$ cat config.mk
export PLATFORM = sky130hd
export DESIGN_NAME = pcc_ctrl
export DESIGN_NICKNAME = d
export VERILOG_FILES = /design/src/hdl/prufer_code_converter_top_assert.svh /design/src/hdl/pcc_pkg.sv /design/src/hdl/pcc_ctrl.sv
export SDC_FILE = /design/constraint.sdc
export NUM_CORES = 1
export LEC_CHECK = 0
export BUFFER_PORTS_ARGS = -buffer_cell sky130_fd_sc_hd__buf_2
export CAP_MARGIN = 20
export CORE_AREA = 4 4 41 43
export DETAILED_ROUTE_END_ITERATION = 12
export DIE_AREA = 0 0 45 47
export GPL_ROUTABILITY_DRIVEN = 0
export PLACE_DENSITY_LB_ADDON = 0.2
export SETUP_SLACK_MARGIN = 0.05
export SLEW_MARGIN = 10
export SYNTH_ARGS = -nofsm -noshare
export SYNTH_HDL_FRONTEND = slang
export SYNTH_SLANG_ARGS = --single-unit
$ cat constraint.sdc
create_clock -name i_clk -period 1.89 [get_ports i_clk]
set_input_delay 0.189 -clock i_clk [delete_from_list [all_inputs] [get_ports i_clk]]
set_output_delay 0.189 -clock i_clk [all_outputs]
set_load 0.1 [all_outputs]
$ cat src/hdl/prufer_code_converter_top_assert.svh
// assertion helpers for the prufer code converter top level
`ifndef PRUFER_CODE_CONVERTER_TOP_ASSERT_SVH
`define PRUFER_CODE_CONVERTER_TOP_ASSERT_SVH

// same-cycle implication, disabled while reset is low
`define PCC_ASSERT_IMPL(label, clk, rst_n, ante, cons, msg) \
    label: assert property (@(posedge clk) disable iff (!rst_n) (ante) |-> (cons)) \
        else $error(msg);

// next-cycle implication, disabled while reset is low
`define PCC_ASSERT_NEXT(label, clk, rst_n, ante, cons, msg) \
    label: assert property (@(posedge clk) disable iff (!rst_n) (ante) |=> (cons)) \
        else $error(msg);

`endif

$ cat src/hdl/pcc_pkg.sv
package pcc_pkg;

    // field and register widths
    localparam int NODE_W    = 13;
    localparam int IDX_W     = 12;
    localparam int CNT_W     = 13;
    localparam int CFG_W     = 13;
    localparam int CFG_IDX_W = 1;
    localparam int MIN_NODES = 3;

    localparam logic [NODE_W-1:0] NCOUNT_RESET = NODE_W'(MIN_NODES);

    // configuration register indexes
    localparam logic [CFG_IDX_W-1:0] CFG_DIRECTION  = 1'b0;
    localparam logic [CFG_IDX_W-1:0] CFG_NODE_COUNT = 1'b1;

    // one request
    typedef struct packed {
        logic              operation;
        logic [NODE_W-1:0] node_value;
        logic [IDX_W-1:0]  read_index;
    } t_item;

    // one result
    typedef struct packed {
        logic [NODE_W-1:0] result_value;
        logic              result_valid;
    } t_result;

    // datapath commands, one per controller step
    typedef enum logic [3:0] {
        CMD_NONE,
        CMD_CLR_CNT,
        CMD_LOAD,
        CMD_LOAD_WR,
        CMD_READ,
        CMD_CLR_RES,
        CMD_FIND_RD,
        CMD_FIND_CK,
        CMD_LEAF,
        CMD_DEC,
        CMD_CHAIN,
        CMD_FINISH
    } t_cmd;

    // datapath status back to the controller
    typedef struct packed {
        logic clr_cnt_last;
        logic clr_res_last;
        logic load_last;
        logic p_ge_n;
        logic cnt_nz;
        logic chain;
        logic i1_le_l;
    } t_status;

endpackage

$ cat src/hdl/pcc_ctrl.sv
module pcc_ctrl (
    input  logic             i_clk,
    input  logic             i_rst_n,
    input  logic             i_start,
    input  logic             i_read,
    input  logic             i_cfg_we,
    input  pcc_pkg::t_status i_status,
    output pcc_pkg::t_cmd    o_cmd,
    output logic             o_busy,
    output logic             o_strobe
);
    import pcc_pkg::*;

    typedef enum logic [3:0] {
        S_CLR_CNT,
        S_IDLE,
        S_LOAD_WR,
        S_READ_OUT,
        S_CLR_RES,
        S_FIND_RD,
        S_FIND_CK,
        S_LEAF,
        S_DEC,
        S_CHAIN,
        S_FINISH
    } t_state;

    t_state r_state, n_state;
    logic   r_busy, r_strobe;

    // next state and command for the datapath
    always_comb begin
        n_state = r_state;
        o_cmd   = CMD_NONE;
        case (r_state)
            S_CLR_CNT: begin
                o_cmd = CMD_CLR_CNT;
                if (i_status.clr_cnt_last) n_state = S_IDLE;
            end
            S_IDLE: begin
                if (i_start) begin
                    if (i_read) begin
                        o_cmd   = CMD_READ;
                        n_state = S_READ_OUT;
                    end else begin
                        o_cmd   = CMD_LOAD;
                        n_state = S_LOAD_WR;
                    end
                end
            end
            S_LOAD_WR: begin
                o_cmd   = CMD_LOAD_WR;
                n_state = i_status.load_last ? S_CLR_RES : S_IDLE;
            end
            S_READ_OUT: begin
                n_state = S_IDLE;
            end
            S_CLR_RES: begin
                o_cmd = CMD_CLR_RES;
                if (i_status.clr_res_last) n_state = S_FIND_RD;
            end
            S_FIND_RD: begin
                o_cmd   = CMD_FIND_RD;
                n_state = i_status.p_ge_n ? S_FINISH : S_FIND_CK;
            end
            S_FIND_CK: begin
                o_cmd   = CMD_FIND_CK;
                n_state = i_status.cnt_nz ? S_FIND_RD : S_LEAF;
            end
            S_LEAF: begin
                o_cmd   = CMD_LEAF;
                n_state = S_DEC;
            end
            S_DEC: begin
                o_cmd = CMD_DEC;
                if (i_status.chain) n_state = S_CHAIN;
                else if (i_status.i1_le_l) n_state = S_FIND_RD;
                else n_state = S_FINISH;
            end
            S_CHAIN: begin
                o_cmd   = CMD_CHAIN;
                n_state = i_status.i1_le_l ? S_DEC : S_FINISH;
            end
            S_FINISH: begin
                o_cmd   = CMD_FINISH;
                n_state = S_CLR_CNT;
            end
            default: begin
                n_state = S_CLR_CNT;
            end
        endcase
        // a register write restarts the count clear
        if (i_cfg_we) n_state = S_CLR_CNT;
    end

    // state and registered handshake outputs
    always_ff @(posedge i_clk) begin
        if (!i_rst_n) begin
            r_state  <= S_CLR_CNT;
            r_busy   <= 1'b1;
            r_strobe <= 1'b0;
        end else begin
            r_state  <= n_state;
            r_busy   <= (n_state != S_IDLE);
            r_strobe <= (n_state == S_READ_OUT);
        end
    end

    assign o_busy   = r_busy;
    assign o_strobe = r_strobe;

endmodule

Word level (Yosys, flattened, before mapping). Cells that the tools add are included.

Equality and inequality tests: 12. Mux-type cells: 15. Reductions and logical operators: 1.

Operators with widths (number): one-hot mux 4 bit (10 select lines) (2); two-way mux 4 bit (7); equality test 4 x 3 -> 1 bit, second input constant (4); equality test 4 x 2 -> 1 bit, second input constant (3); equality test 4 bit, second input constant (3); two-way mux 3 bit (3); equality test 4 x 1 -> 1 bit, second input constant (1); logical NOT 4 bit (1); two-way mux 2 bit (2); inequality test 4 x 1 -> 1 bit, second input constant (1); two-way mux 1 bit (1).

Register bits: 6. Bits of input ports: 12. Output and inout port bits: 6. Logic and storage cells: 31.

Depth between registers and ports, before layout.
Word-level depth: 5. Mapped depth: 5. Gate-level depth less buffers: 4.

Worst setup path before layout. Ideal clock, no wire load.

Path kind: register to output. From: reg r_state[2]. To: out o_cmd[1]. Arrival: 2.986 ns. Data required time: 1.701 ns. Slack: -1.285 ns. Stages on the path, launching flop included: 6. Path buffers: 1. Path through: dfxtp_1 -> buf_2 -> nor2_1 -> o21ai_0 -> a21oi_1 -> a221oi_1.

Cells in the longest elaborated chain, start to end: 2. Elaborated cells on any way between the ends: 11. Classes of those cells: eq/ne (9); mux (1); reduce/logical (1).

Ends and longest elaborated chain: from (decl) (line pcc_ctrl.sv:28) `t_state r_state, n_state;`; from (signal assigned) (line pcc_ctrl.sv:103) `r_state <= n_state;`; equality test 4 bit, or another cell as far along (line pcc_ctrl.sv:35) `case (r_state)`; one-hot mux 4 bit (10 select lines) * (line pcc_ctrl.sv:35); to (decl) (line pcc_ctrl.sv:8) `output pcc_pkg::t_cmd o_cmd,`.

Every way passes the cells marked *; elsewhere a longest branch is shown, timed or not.

Worst setup path in the final report.
From: reg r_state[3]. To: out o_cmd[1].

The elaborated chain is that of the path after synthesis.

==> run_results.csv <==
group,metric,value,unit
grt,antenna_found_initial,0,
placed_design,portBuffers,17,
grt,grt_max_degree,15,
synthesis,synth_warnings,0,
grt,grt-ovfl-total,0,
clock_network,htree_levels,1,
worst_setup_path,cp_slowest_cell,"dfxtp_1",
layout,drive_above_1_share,0.342,
synthesis,syn_area,453,um2
layout,layoutNonFillerInstCount,94,
die,start_util,0.348,
die,io_pins,18,
die,die_area,0.00212,mm2
worst_setup_path,cpPeakStageDelay,530,ps
clock_network,cts-buffers-inserted,3,
synthesis,synth_cells,62,
synthesis,synth_top_area_frac,0.265,
die,fp-row-count,13,
clock_network,cts_hold_buf,0,
timing,fmax,565,MHz
clock_network,cts_buffer_depth,2,
worst_setup_path,crit_fanout,11,
worst_setup_path,crit_chain,"nor2_1 > o21ai_0 > a21oi_1 > a221oi_2 > buf_12",
detailed_routing,drc_errors,0,
layout,mostFrequentLayoutCells,"buf_2 (14), nor2_1 (9), a21oi_1 (7)",
layout,antenna_cells,0,
worst_setup_path,endpoint_kind,"output port",
outcome,status,"complete, no violations",
clock_network,clock_sinks,6,
synthesis,synth_nets,74,
run,cap_viol_max_count,0,
timing,worst-slew-pin-transition,487,ps
synthesis,yosysTopAreaCell,"dfxtp_1",
detailed_routing,viasPerCell,5.19,
die,core,0.00130,mm2
pwr,powerDensity,538,mW/mm2
pwr,irDropWorstVdd,496,uV
synthesis,netlist_top_cells_area,"dfxtp_1 (27%), a21oi_1 (7.7%), nor2_1 (7.5%)",
detailed_routing,first_pass_iters,4,
placed_design,dp.cells,91,
timing,worst_slack,120,ps
clock_network,insertion_delay,240,ps
timing,hold_viol,0,
detailed_routing,vias,488,
placed_design,dp_hpwl,841,um
worst_setup_path,crit_type,"register to output port",
pwr,p_leak,0.252,nW
timing,min_period,1770,ps
synthesis,ys_seq_area_frac,0.265,
grt,grt_pass1_vias,414,
worst_setup_path,startpoint_type,"register",
timing,slew_headroom,0.678,
grt,grtUsageTotal,0.108,
detailed_routing,drtIter0Drc,12,
timing,maxSlewViolCount,0,
timing,hold_ws,250,ps
grt,grt_first_pass_wirelength,1.66,mm
layout,final_common_cell,"buf_2",
worst_setup_path,critPathArrivalTime,1580,ps
layout,utilization,0.464,
clock_network,clk_pin_slew,40,ps
placed_design,place_ws,172,ps
worst_setup_path,cp.required,1700,ps
die,die_h,47,um
timing,rsz0062_at_grt,"yes",
timing,fin_skew,4.17,ps
timing,setup_tns,0,ps
detailed_routing,wl,1.07,mm
clock_network,cts_tree,"done",
layout,syn2layout_area_growth,33.4,%
detailed_routing,ant_nets,0,
clock_network,cts_root_buf,"clkbuf_4",
timing,setup_viol,0,
synthesis,ys_seq_elements,6,
detailed_routing,drt-wirelength-per-cell,11.4,um
min_path,hp-class,"input pin to register",
synthesis,synth_area_per_cell,7.31,um2
die,die_x,45,um
layout,final_nets,93,
synthesis,synth_cell_types,25,
timing,period_share,0.936,
-- final timing paths --
check / endpoint / from / slack [ps] / cells past startpoint
worst max register to register: o_busy$_SDFF_PN1_ / r_state[3]$_SDFF_PN0_ / 180 / 4
worst max-delay path: o_cmd[1] / r_state[3]$_SDFF_PN0_ / 120 / 5
worst min-delay path: o_strobe$_SDFF_PN0_ / i_cfg_we / 250 / 4
worst min register to register: r_state[2]$_SDFF_PN0_ / r_state[3]$_SDFF_PN0_ / 720 / 2
-- cell usage after synthesis --
library cell  instances
a211oi_1              1
a21o_1                1
a21oi_1               7
a221oi_1              1
a2bb2oi_1             1
buf_2                 3
buf_6                 1
dfxtp_1               6
inv_1                 4
nand2_1               4
nand2b_1              4
nand3_1               2
nor2_1                9
nor2b_1               2
nor3_1                2
o2111ai_1             1
o21ai_0               3
o21bai_1              1
o22a_1                1
o31a_1                1
o32a_1                2
o32ai_2               1
or2_2                 1
or2_4                 1
or3b_1                2
-- stage by stage --
stage	total power, mW	instance area, um2
2_1_floorplan	0.188	463
3_3_place_gp	0.215	578
3_5_place_dp	0.215	578
4_1_cts	0.331	601
5_1_grt	0.344	604
6_report	0.325	604
-- power breakdown --
part	internal [mW]	switching [mW]
Sequential	0.130	0.00449
Combinational	0.0289	0.0496
Clock	0.0714	0.0407
-- critical path, delay by kind of cell, from the launching register on --
family	cells	cell delay, ps
AND/OR/NAND/NOR	1	130
AO/OA/AOI/OAI	3	460
buffers and inverters	1	220
flip-flops	1	530
-- metal layers --
metal / vias up / global-route usage / part of all wire
met5: - / 0 / 0
met3: 2 / 0.0498 / 0.083
met1: 215 / 0.125 / 0.44
li1: 259 / - / -
met4: 0 / 0.0351 / 0.012
met2: 12 / 0.178 / 0.46
-- layout make-up --
| cell class | count | area (um2) |
|---|---|---|
| Multi-Input combinational cell | 48 | 302 |
| Timing Repair Buffer | 18 | 125 |
| Inverter | 4 | 15.0 |
| Sequential cell | 6 | 121 |
| Tap cell | 15 | 18.8 |
| Clock buffer | 3 | 22.5 |
| Fill cell | 138 | 697 |
-- sequential cells by signal, indices dropped and copies added (netlist names) --
name and cells:
r_state 4, o_busy 1, o_strobe 1
-- logic make-up (layout without fill, tap and decap cells) --
kind of cell,count (synthesis),count (layout),synth area share
AOI/OAI and AO/OA,21,21,0.337
buffers and inverters,8,25,0.0911
DFF,6,6,0.265
and+or+nand+nor,27,27,0.307
-- repair_timing --
action                     in CTS  in global routing
setup endpoints to repair       0                  3
buffers inserted                0                  0
gates resized for setup         0                  2
Power figures use the tool's default switching activity.
